`src/rtl/plcm_pkg.sv`:
```
package plcm_pkg;

    localparam int CH_W          = 17;
    localparam int FRAC_W        = 16;
    localparam int NUM_CH        = 3;
    localparam int BYTE_W        = 8;
    localparam int CNT_W         = 5;
    localparam int SIDX_W        = 4;
    localparam int PIPE_DEPTH    = 6;
    localparam int MAX_STOPS_DEF = 16;

    localparam logic [CH_W-1:0]   ONE_Q16        = 17'h10000;
    localparam logic [CNT_W-1:0]  STOP_COUNT_RST = 5'd2;
    localparam logic [BYTE_W-1:0] ALPHA_OPAQUE   = 8'hFF;

    typedef enum logic {
        CMD_LOAD   = 1'b0,
        CMD_SAMPLE = 1'b1
    } cmd_t;

    typedef logic [CH_W-1:0] ch_t;

    // Channel 0 is red, 1 green, 2 blue.
    typedef ch_t [NUM_CH-1:0] rgb_t;

    // Per-stage load enables; wr fires when a load item moves into stage 3.
    typedef struct packed {
        logic s1;
        logic s2;
        logic s3;
        logic s4;
        logic s5;
        logic s6;
        logic wr;
    } pipe_en_t;

endpackage

```
`src/rtl/plcm_ctrl.sv`:
```
module plcm_ctrl (
    input  logic               aclk,
    input  logic               aresetn,
    input  logic               s_tvalid,
    input  logic               s_kind,
    input  logic               m_tready,
    output logic               s_tready,
    output logic               m_tvalid,
    output plcm_pkg::pipe_en_t en
);
    import plcm_pkg::*;

    logic [PIPE_DEPTH-1:0] valid_reg;
    logic [PIPE_DEPTH-1:0] valid_next;
    logic [PIPE_DEPTH-1:0] rdy;
    logic                  kind1_reg;
    logic                  kind2_reg;
    logic                  load2;

    assign load2 = valid_reg[1] && (kind2_reg == CMD_LOAD);

    // A stage takes a new item when it is empty or its content moves on.
    always_comb begin
        rdy[PIPE_DEPTH-1] = !valid_reg[PIPE_DEPTH-1] || m_tready;
        for (int k = PIPE_DEPTH - 2; k >= 0; k--) begin
            rdy[k] = !valid_reg[k] || rdy[k+1];
        end
    end

    always_comb begin
        valid_next[0] = s_tvalid;
        valid_next[1] = valid_reg[0];
        // Drop load items once they have written the table.
        valid_next[2] = valid_reg[1] && (kind2_reg == CMD_SAMPLE);
        for (int k = 3; k < PIPE_DEPTH; k++) begin
            valid_next[k] = valid_reg[k-1];
        end
    end

    always_ff @(posedge aclk) begin
        if (!aresetn) begin
            valid_reg <= '0;
        end else begin
            for (int k = 0; k < PIPE_DEPTH; k++) begin
                if (rdy[k]) begin
                    valid_reg[k] <= valid_next[k];
                end
            end
        end
    end

    always_ff @(posedge aclk) begin
        if (rdy[0]) begin
            kind1_reg <= s_kind;
        end
        if (rdy[1]) begin
            kind2_reg <= kind1_reg;
        end
    end

    assign s_tready = rdy[0];
    assign m_tvalid = valid_reg[PIPE_DEPTH-1];

    assign en.s1 = rdy[0];
    assign en.s2 = rdy[1];
    assign en.s3 = rdy[2];
    assign en.s4 = rdy[3];
    assign en.s5 = rdy[4];
    assign en.s6 = rdy[5];
    assign en.wr = rdy[2] && load2;

    a_full_when_blocked: assert property (@(posedge aclk) disable iff (!aresetn)
        !s_tready |-> (&valid_reg))
        else $error("input blocked while pipeline has a bubble");

    a_load_no_result: assert property (@(posedge aclk) disable iff (!aresetn)
        (rdy[2] && load2) |=> !valid_reg[2])
        else $error("load item reached the interpolation stages");

    a_accept_enters: assert property (@(posedge aclk) disable iff (!aresetn)
        (s_tvalid && s_tready) |=> valid_reg[0])
        else $error("accepted item lost at stage 1");

    a_hold_stage3: assert property (@(posedge aclk) disable iff (!aresetn)
        (valid_reg[2] && !rdy[3]) |=> valid_reg[2])
        else $error("stalled stage 3 item dropped");

endmodule

```
`src/rtl/plcm_addr.sv`:
```
module plcm_addr #(
    parameter int MAX_STOPS = plcm_pkg::MAX_STOPS_DEF
) (
    input  logic                          aclk,
    input  plcm_pkg::pipe_en_t            en,
    input  logic [plcm_pkg::CNT_W-1:0]    stop_count,
    input  logic [plcm_pkg::CH_W-1:0]     position,
    output logic [$clog2(MAX_STOPS)-1:0]  rd_addr0,
    output logic [$clog2(MAX_STOPS)-1:0]  rd_addr1,
    output logic [plcm_pkg::CH_W-1:0]     frac
);
    import plcm_pkg::*;

    localparam int ADDR_W = $clog2(MAX_STOPS);
    localparam int SCL_W  = CH_W + ADDR_W;

    logic [CH_W-1:0]   pos1_reg;
    logic [SCL_W-1:0]  scaled2_reg;
    logic [ADDR_W-1:0] nm1;
    logic [ADDR_W-1:0] lim;
    logic [ADDR_W:0]   idx_raw;
    logic [ADDR_W-1:0] idx;
    logic [SCL_W-1:0]  frac_wide;

    // Stop count minus one, with zero acting as one and the top clamped.
    always_comb begin
        if (stop_count == '0) begin
            nm1 = '0;
        end else if (32'(stop_count) > MAX_STOPS) begin
            nm1 = ADDR_W'(MAX_STOPS - 1);
        end else begin
            nm1 = ADDR_W'(stop_count - 5'd1);
        end
    end

    always_ff @(posedge aclk) begin
        if (en.s1) begin
            pos1_reg <= (position > ONE_Q16) ? ONE_Q16 : position;
        end
        if (en.s2) begin
            scaled2_reg <= SCL_W'(pos1_reg) * SCL_W'(nm1);
        end
    end

    // With a single stop the scaled value is zero, so index and fraction are zero.
    always_comb begin
        lim       = nm1 - 1'b1;
        idx_raw   = scaled2_reg[SCL_W-1:FRAC_W];
        idx       = (idx_raw > {1'b0, lim}) ? lim : idx_raw[ADDR_W-1:0];
        frac_wide = scaled2_reg - (SCL_W'(idx) << FRAC_W);
    end

    // Keep a single stop on stop 0 for both reads.
    assign rd_addr0 = idx;
    assign rd_addr1 = (nm1 == '0) ? idx : idx + 1'b1;
    assign frac     = frac_wide[CH_W-1:0];

endmodule

```
`src/rtl/plcm_table.sv`:
```
module plcm_table #(
    parameter int MAX_STOPS = plcm_pkg::MAX_STOPS_DEF
) (
    input  logic                          aclk,
    input  plcm_pkg::pipe_en_t            en,
    input  logic [plcm_pkg::SIDX_W-1:0]   wr_index,
    input  plcm_pkg::rgb_t                wr_color,
    input  logic [$clog2(MAX_STOPS)-1:0]  rd_addr0,
    input  logic [$clog2(MAX_STOPS)-1:0]  rd_addr1,
    output plcm_pkg::rgb_t                rd_color0,
    output plcm_pkg::rgb_t                rd_color1
);
    import plcm_pkg::*;

    localparam int ADDR_W = $clog2(MAX_STOPS);

    rgb_t              mem [MAX_STOPS];
    logic [SIDX_W-1:0] idx1_reg;
    logic [SIDX_W-1:0] idx2_reg;
    rgb_t              color1_reg;
    rgb_t              color2_reg;
    rgb_t              rd0_reg;
    rgb_t              rd1_reg;

    // Carry load data alongside the item so the write lands in item order.
    always_ff @(posedge aclk) begin
        if (en.s1) begin
            idx1_reg   <= wr_index;
            color1_reg <= wr_color;
        end
        if (en.s2) begin
            idx2_reg   <= idx1_reg;
            color2_reg <= color1_reg;
        end
    end

    always_ff @(posedge aclk) begin
        if (en.wr && (32'(idx2_reg) < MAX_STOPS)) begin
            mem[ADDR_W'(idx2_reg)] <= color2_reg;
        end
        if (en.s3) begin
            rd0_reg <= mem[rd_addr0];
            rd1_reg <= mem[rd_addr1];
        end
    end

    assign rd_color0 = rd0_reg;
    assign rd_color1 = rd1_reg;

endmodule

```
`src/rtl/plcm_lerp.sv`:
```
module plcm_lerp (
    input  logic                     aclk,
    input  plcm_pkg::pipe_en_t       en,
    input  logic [plcm_pkg::CH_W-1:0] frac,
    input  plcm_pkg::rgb_t           color0,
    input  plcm_pkg::rgb_t           color1,
    output plcm_pkg::rgb_t           color_out,
    output logic [31:0]              packed_rgba
);
    import plcm_pkg::*;

    localparam int DIFF_W = CH_W + 1;
    localparam int PROD_W = 2 * DIFF_W;
    localparam int SUM_W  = CH_W + 2;
    localparam int MUL_W  = CH_W + BYTE_W;

    logic [CH_W-1:0]          frac3_reg;
    logic signed [PROD_W-1:0] prod4_reg [NUM_CH];
    ch_t                      c0_4_reg [NUM_CH];
    rgb_t                     rgb5_reg;
    rgb_t                     rgb6_reg;
    logic [31:0]              rgba6_reg;

    logic signed [DIFF_W-1:0] diff [NUM_CH];
    logic signed [PROD_W-1:0] prod [NUM_CH];
    logic signed [PROD_W-1:0] shifted [NUM_CH];
    logic signed [SUM_W-1:0]  sum [NUM_CH];
    rgb_t                     rgb_clamped;
    logic [MUL_W-1:0]         times255 [NUM_CH];
    logic [BYTE_W:0]          byte_raw [NUM_CH];
    logic [BYTE_W-1:0]        byte_sat [NUM_CH];

    always_comb begin
        for (int k = 0; k < NUM_CH; k++) begin
            diff[k] = $signed({1'b0, color1[k]}) - $signed({1'b0, color0[k]});
            prod[k] = $signed({1'b0, frac3_reg}) * diff[k];
        end
    end

    // Arithmetic shift floors the product; clamp anything below zero.
    always_comb begin
        for (int k = 0; k < NUM_CH; k++) begin
            shifted[k]     = prod4_reg[k] >>> FRAC_W;
            sum[k]         = $signed({2'b00, c0_4_reg[k]}) + $signed(shifted[k][SUM_W-1:0]);
            rgb_clamped[k] = sum[k][SUM_W-1] ? '0 : sum[k][CH_W-1:0];
        end
    end

    // v * 255 as a shift and subtract, then saturate to one byte.
    always_comb begin
        for (int k = 0; k < NUM_CH; k++) begin
            times255[k] = {rgb5_reg[k], {BYTE_W{1'b0}}} - {{BYTE_W{1'b0}}, rgb5_reg[k]};
            byte_raw[k] = times255[k][MUL_W-1:FRAC_W];
            byte_sat[k] = byte_raw[k][BYTE_W] ? {BYTE_W{1'b1}} : byte_raw[k][BYTE_W-1:0];
        end
    end

    always_ff @(posedge aclk) begin
        if (en.s3) begin
            frac3_reg <= frac;
        end
        if (en.s4) begin
            for (int k = 0; k < NUM_CH; k++) begin
                prod4_reg[k] <= prod[k];
                c0_4_reg[k]  <= color0[k];
            end
        end
        if (en.s5) begin
            rgb5_reg <= rgb_clamped;
        end
        if (en.s6) begin
            rgb6_reg  <= rgb5_reg;
            rgba6_reg <= {ALPHA_OPAQUE, byte_sat[2], byte_sat[1], byte_sat[0]};
        end
    end

    assign color_out   = rgb6_reg;
    assign packed_rgba = rgba6_reg;

endmodule

```
`src/rtl/piecewise_linear_color_map_top.sv`:
```
// Piecewise-linear color map. Load items (tuser = 0) write one color stop of
// the table; sample items (tuser = 1) return the color at a Q1.16 position,
// interpolated between the two neighboring stops, as three Q1.16 channels and
// as a packed 8-bit RGBA word with opaque alpha. The pipeline takes one item
// every clock unless m_tready stalls it, and has six register stages; each
// sample item returns one result on m_tvalid, and a load item produces nothing.
// The stop table has two read ports and is read in stage 3, where load items
// also write, so stops loaded earlier are always seen by later samples.
// Backpressure on m_tready stalls stages from the output back, filling bubbles
// first. Write stop_count only while no sample is in flight; every stop the
// count covers must be loaded before it is sampled.
module piecewise_linear_color_map_top #(
    parameter int MAX_STOPS = plcm_pkg::MAX_STOPS_DEF
) (
    input  logic                        aclk,
    input  logic                        aresetn,
    // cfg_data: stop_count
    input  logic                        cfg_valid,
    output logic                        cfg_ready,
    input  logic [plcm_pkg::CNT_W-1:0]  cfg_data,
    input  logic                        s_tvalid,
    output logic                        s_tready,
    // s_tdata: stop_index[3:0], red_in[20:4], green_in[37:21], blue_in[54:38],
    //          position[71:55]
    input  logic [71:0]                 s_tdata,
    // s_tuser: cmd
    input  logic                        s_tuser,
    output logic                        m_tvalid,
    input  logic                        m_tready,
    // m_tdata: red[16:0], green[33:17], blue[50:34], packed_rgba[82:51], zeros
    output logic [87:0]                 m_tdata
);
    import plcm_pkg::*;

    localparam int ADDR_W = $clog2(MAX_STOPS);

    logic [CNT_W-1:0]  stop_count_reg;
    pipe_en_t          en;
    rgb_t              wr_color;
    logic [ADDR_W-1:0] rd_addr0;
    logic [ADDR_W-1:0] rd_addr1;
    logic [CH_W-1:0]   frac;
    rgb_t              color0;
    rgb_t              color1;
    rgb_t              color_out;
    logic [31:0]       packed_rgba;

    assign cfg_ready = 1'b1;

    always_ff @(posedge aclk) begin
        if (!aresetn) begin
            stop_count_reg <= STOP_COUNT_RST;
        end else if (cfg_valid) begin
            stop_count_reg <= cfg_data;
        end
    end

    assign wr_color[0] = s_tdata[20:4];
    assign wr_color[1] = s_tdata[37:21];
    assign wr_color[2] = s_tdata[54:38];

    plcm_ctrl u_ctrl (
        .aclk     (aclk),
        .aresetn  (aresetn),
        .s_tvalid (s_tvalid),
        .s_kind   (s_tuser),
        .m_tready (m_tready),
        .s_tready (s_tready),
        .m_tvalid (m_tvalid),
        .en       (en)
    );

    plcm_addr #(.MAX_STOPS(MAX_STOPS)) u_addr (
        .aclk       (aclk),
        .en         (en),
        .stop_count (stop_count_reg),
        .position   (s_tdata[71:55]),
        .rd_addr0   (rd_addr0),
        .rd_addr1   (rd_addr1),
        .frac       (frac)
    );

    plcm_table #(.MAX_STOPS(MAX_STOPS)) u_table (
        .aclk      (aclk),
        .en        (en),
        .wr_index  (s_tdata[3:0]),
        .wr_color  (wr_color),
        .rd_addr0  (rd_addr0),
        .rd_addr1  (rd_addr1),
        .rd_color0 (color0),
        .rd_color1 (color1)
    );

    plcm_lerp u_lerp (
        .aclk        (aclk),
        .en          (en),
        .frac        (frac),
        .color0      (color0),
        .color1      (color1),
        .color_out   (color_out),
        .packed_rgba (packed_rgba)
    );

    assign m_tdata = {5'b0, packed_rgba, color_out[2], color_out[1], color_out[0]};

endmodule
```
`config.mk`:
```
export PLATFORM = sky130hd
export DESIGN_NAME = piecewise_linear_color_map_top
export DESIGN_NICKNAME = d
export VERILOG_FILES = /design/src/rtl/plcm_pkg.sv /design/src/rtl/plcm_ctrl.sv /design/src/rtl/plcm_addr.sv /design/src/rtl/plcm_table.sv /design/src/rtl/plcm_lerp.sv /design/src/rtl/piecewise_linear_color_map_top.sv
export SDC_FILE = /design/constraint.sdc
export NUM_CORES = 2
export LEC_CHECK = 0
export ABC_CLOCK_PERIOD_IN_PS = 23400
export BUFFER_PORTS_ARGS = -buffer_cell sky130_fd_sc_hd__buf_2
export CAP_MARGIN = 20
export CORE_MARGIN = 2
export CORE_UTILIZATION = 45
export CTS_CLUSTER_DIAMETER = 30
export DETAILED_ROUTE_END_ITERATION = 8
export GPL_TIMING_DRIVEN = 1
export SLEW_MARGIN = 10
export SYNTH_ARGS = -nofsm -noshare
export SYNTH_HDL_FRONTEND = slang
export SYNTH_SLANG_ARGS = --single-unit
export TNS_END_PERCENT = 5
```
`constraint.sdc`:
```
create_clock -name aclk -period 23.4 [get_ports aclk]
set_clock_uncertainty 0.15 [all_clocks]
set_input_delay 4.68 -clock aclk [delete_from_list [all_inputs] [get_ports aclk]]
set_output_delay 4.68 -clock aclk [all_outputs]
set_load 0.005 [all_outputs]
```
==> run summary <==
Number of global-route vias before repair: 66760
Critical-path maximum fanout: 43
Most common library cells after synthesis: 1319 x edfxtp_1, 1312 x nand2_1, 1043 x inv_1
Simple-gate portion of the synthesized area: 13.2%
Post-CTS setup buffers: 0
IO Pins: 174
Nets: 9773
Final WS setup: 11.31 ns
Final-layout fill cell count: 17592
Half-perimeter wire length after placement: 164000 um
Root Driver: clkbuf_16
Final hold vios: 0
Asr flop ratio synth: 0%
Clock sinks: 1330
Die X: 456 um
DR pass1 iterations: 6
Arr. time, crit path: 7.26 ns
Final worst path period need: 12.09 ns
Initial DRC Count: 5693
Largest family of logic cells by synthesized area: adder cells
Die H: 456 um
CTS Hold Buffers Added: 0
Area Overhead vs Synth: 14.9%
Synth Area in Adders: 23.5%
Max-Cap Viols: 0
Status: completed
Compound-Gate Fraction of Synth Area: 9.22%
H-Tree Depth: 5
Critical Path RT: 18.57 ns
Placer's final routability congestion estimate: 0.862
Synth Register Bits: 1330
Yosys top cell area share: 43.0%
YS warnings: 0
Initial antenna violation count: 10
RSZ-0062 raised after global routing: no
Antenna Violating Nets Remaining: 0
First-pass GRT wire length: 392000 um
Top post-synthesis cells by area: edfxtp_1 43%, fa_1 16%, ha_1 7.1%, nand2_1 5.3%, inv_1 4.3%
Clk_lat worst skew: 0.94 ns
Worst Setup Path Type: input port to primary output
Clock slew at reported path FFs: 0.05 ns
Via Count: 64370
Synthesized instance count: 8268
Tot GR Track Use: 24.5%
Cell Area, Synth: 92100 sq um
CTS tree: built
Most instantiated library cell after synthesis: edfxtp_1
Post-CTS Resized: 0
Worst Max-Slew Pin Slew: 1.16 ns
Period Utilization, post-route: 51.7%
Synth Area in XOR/XNOR: 1.68%
Initial core utilization: 45.1%
Largest register FFs: 816
FP Rows: 166
Min-delay worst type: flop to flop
Core area: 204000 sq um
Post-synth EDFFs: 1319
Most used flip-flop cell after synthesis: edfxtp_1
Largest net degree at the start of global routing: 180
Seq/Total Area, Yosys: 43.3%
Total die area: 208000 sq um
Crit end category: primary output
Area leader, netlist: edfxtp_1
Final setup fails: 0
Fmax: 82.7 MHz
Mean Syn Cell Area: 11.1 sq um
Slew Viols, Final: 0
Yosys cell types: 83
Crit path launch type: input port
Share of cells above drive strength 1: 10.8%
Total Routed Length: 256000 um
Via density: 5.68
Global route overflow: 0
CTS buffer count: 310
Post-route DRC: 0
Post-synthesis mux area share: 2.70%
IO Port Bufs: 159
Slew headroom: 22.7%
Fin Setup TNS: 0 ns
Routed length per instance: 22.6 um
CTS Buffer Depth: 4
Place WS: 11.19 ns
## cell usage in the layout, fill, tap and decap left out, drive strengths merged, types with 22 or more instances in the layout
cell / synthesis / final
and3: 128 / 128
edfxtp: 1319 / 1319
xnor2: 123 / 123
clkbuf: 411 / 337
o21ai: 110 / 110
or3: 22 / 22
or2: 29 / 29
nor2b: 82 / 82
a31oi: 74 / 74
nand2b: 121 / 121
and2: 454 / 454
o311ai: 47 / 47
a211oi: 180 / 180
xor2: 52 / 52
and3b: 22 / 22
nor3: 88 / 88
mux4: 48 / 48
a311oi: 201 / 201
ha: 524 / 524
nor2: 181 / 181
a21o: 64 / 64
mux2i: 127 / 127
inv: 1044 / 1060
nand3: 37 / 37
a21oi: 350 / 350
a32oi: 95 / 95
fa: 753 / 753
clkinvlp: 0 / 41
nand2: 1312 / 1312
clkinv: 1 / 109
bufinv: 0 / 35
nand3b: 22 / 22
buf: 74 / 306
## layout make-up
class                   instances  area, sq um  share of cell area (%)
diodes                          2         5.00                 0.00473
clock buffers                 337         7880                    7.45
clock inverters               200         2140                    2.02
inverters                    1045         3940                    3.72
multi-input cells            5420        46700                    44.1
flip-flops and latches       1330        39800                    37.6
well taps                    2688         3360                    3.18
repair buffers                306         1980                    1.87
## path summary, 6_finish.rpt
path                                                        from                                  to  slack [ns]  cells past startpoint
worst min-delay path            u_table.color1_reg[41]$_DFFE_PP_    u_table.color2_reg[41]$_DFFE_PP_        0.26                      0
worst max-delay path                                    m_tready                            s_tready       11.31                      7
worst min register to register  u_table.color1_reg[41]$_DFFE_PP_    u_table.color2_reg[41]$_DFFE_PP_        0.26                      0
worst max register to register   u_table.rd_color0[34]$_DFFE_PP_  u_lerp.prod4_reg[0][104]$_DFFE_PP_       13.98                     30
## critical path: stages
cell and delay, ns:
buf_2 0.10, nor2b_1 0.22, and2_1 0.28, nand2_4 0.35, nor2_1 0.74, nand3_4 0.56
buf_2 0.31
## routing by layer
| metal | vias up | global-route usage, % | part of all wire, % |
|---|---|---|---|
| li1 | 28721 | - | - |
| met1 | 32436 | 32.8 | 42 |
| met2 | 2691 | 40.2 | 48 |
| met3 | 520 | 3.91 | 7.3 |
| met4 | 2 | 9.40 | 3.5 |
| met5 | - | 0 | 0.0059 |
## stage by stage
| stage | instances | hold WS [ns] | utilization, % | instance area (sq um) |
|---|---|---|---|---|
| floorplan | 8280 | 0.250 | - | 92100 |
| global placement | 10786 | 0.254 | 46.9 | 95700 |
| detailed placement | 10789 | 0.255 | 47.0 | 95800 |
| CTS | 11326 | 0.262 | 51.9 | 106000 |
| global route | 11326 | 0.264 | 51.9 | 106000 |
| finish | 11328 | 0.261 | 51.9 | 106000 |
## logic make-up after synthesis
group / count (synthesis)
AOI/OAI and AO/OA: 1226
buffers and inverters: 1530
adders and majority gates: 1277
DFF: 1330
other: 2
xor gates and xnor gates: 175
and+or+nand+nor: 2541
muxes: 187
Power is left out: the tool's default activity adds up to more than one toggle a clock period on the data nets, which glitch-free logic cannot reach.
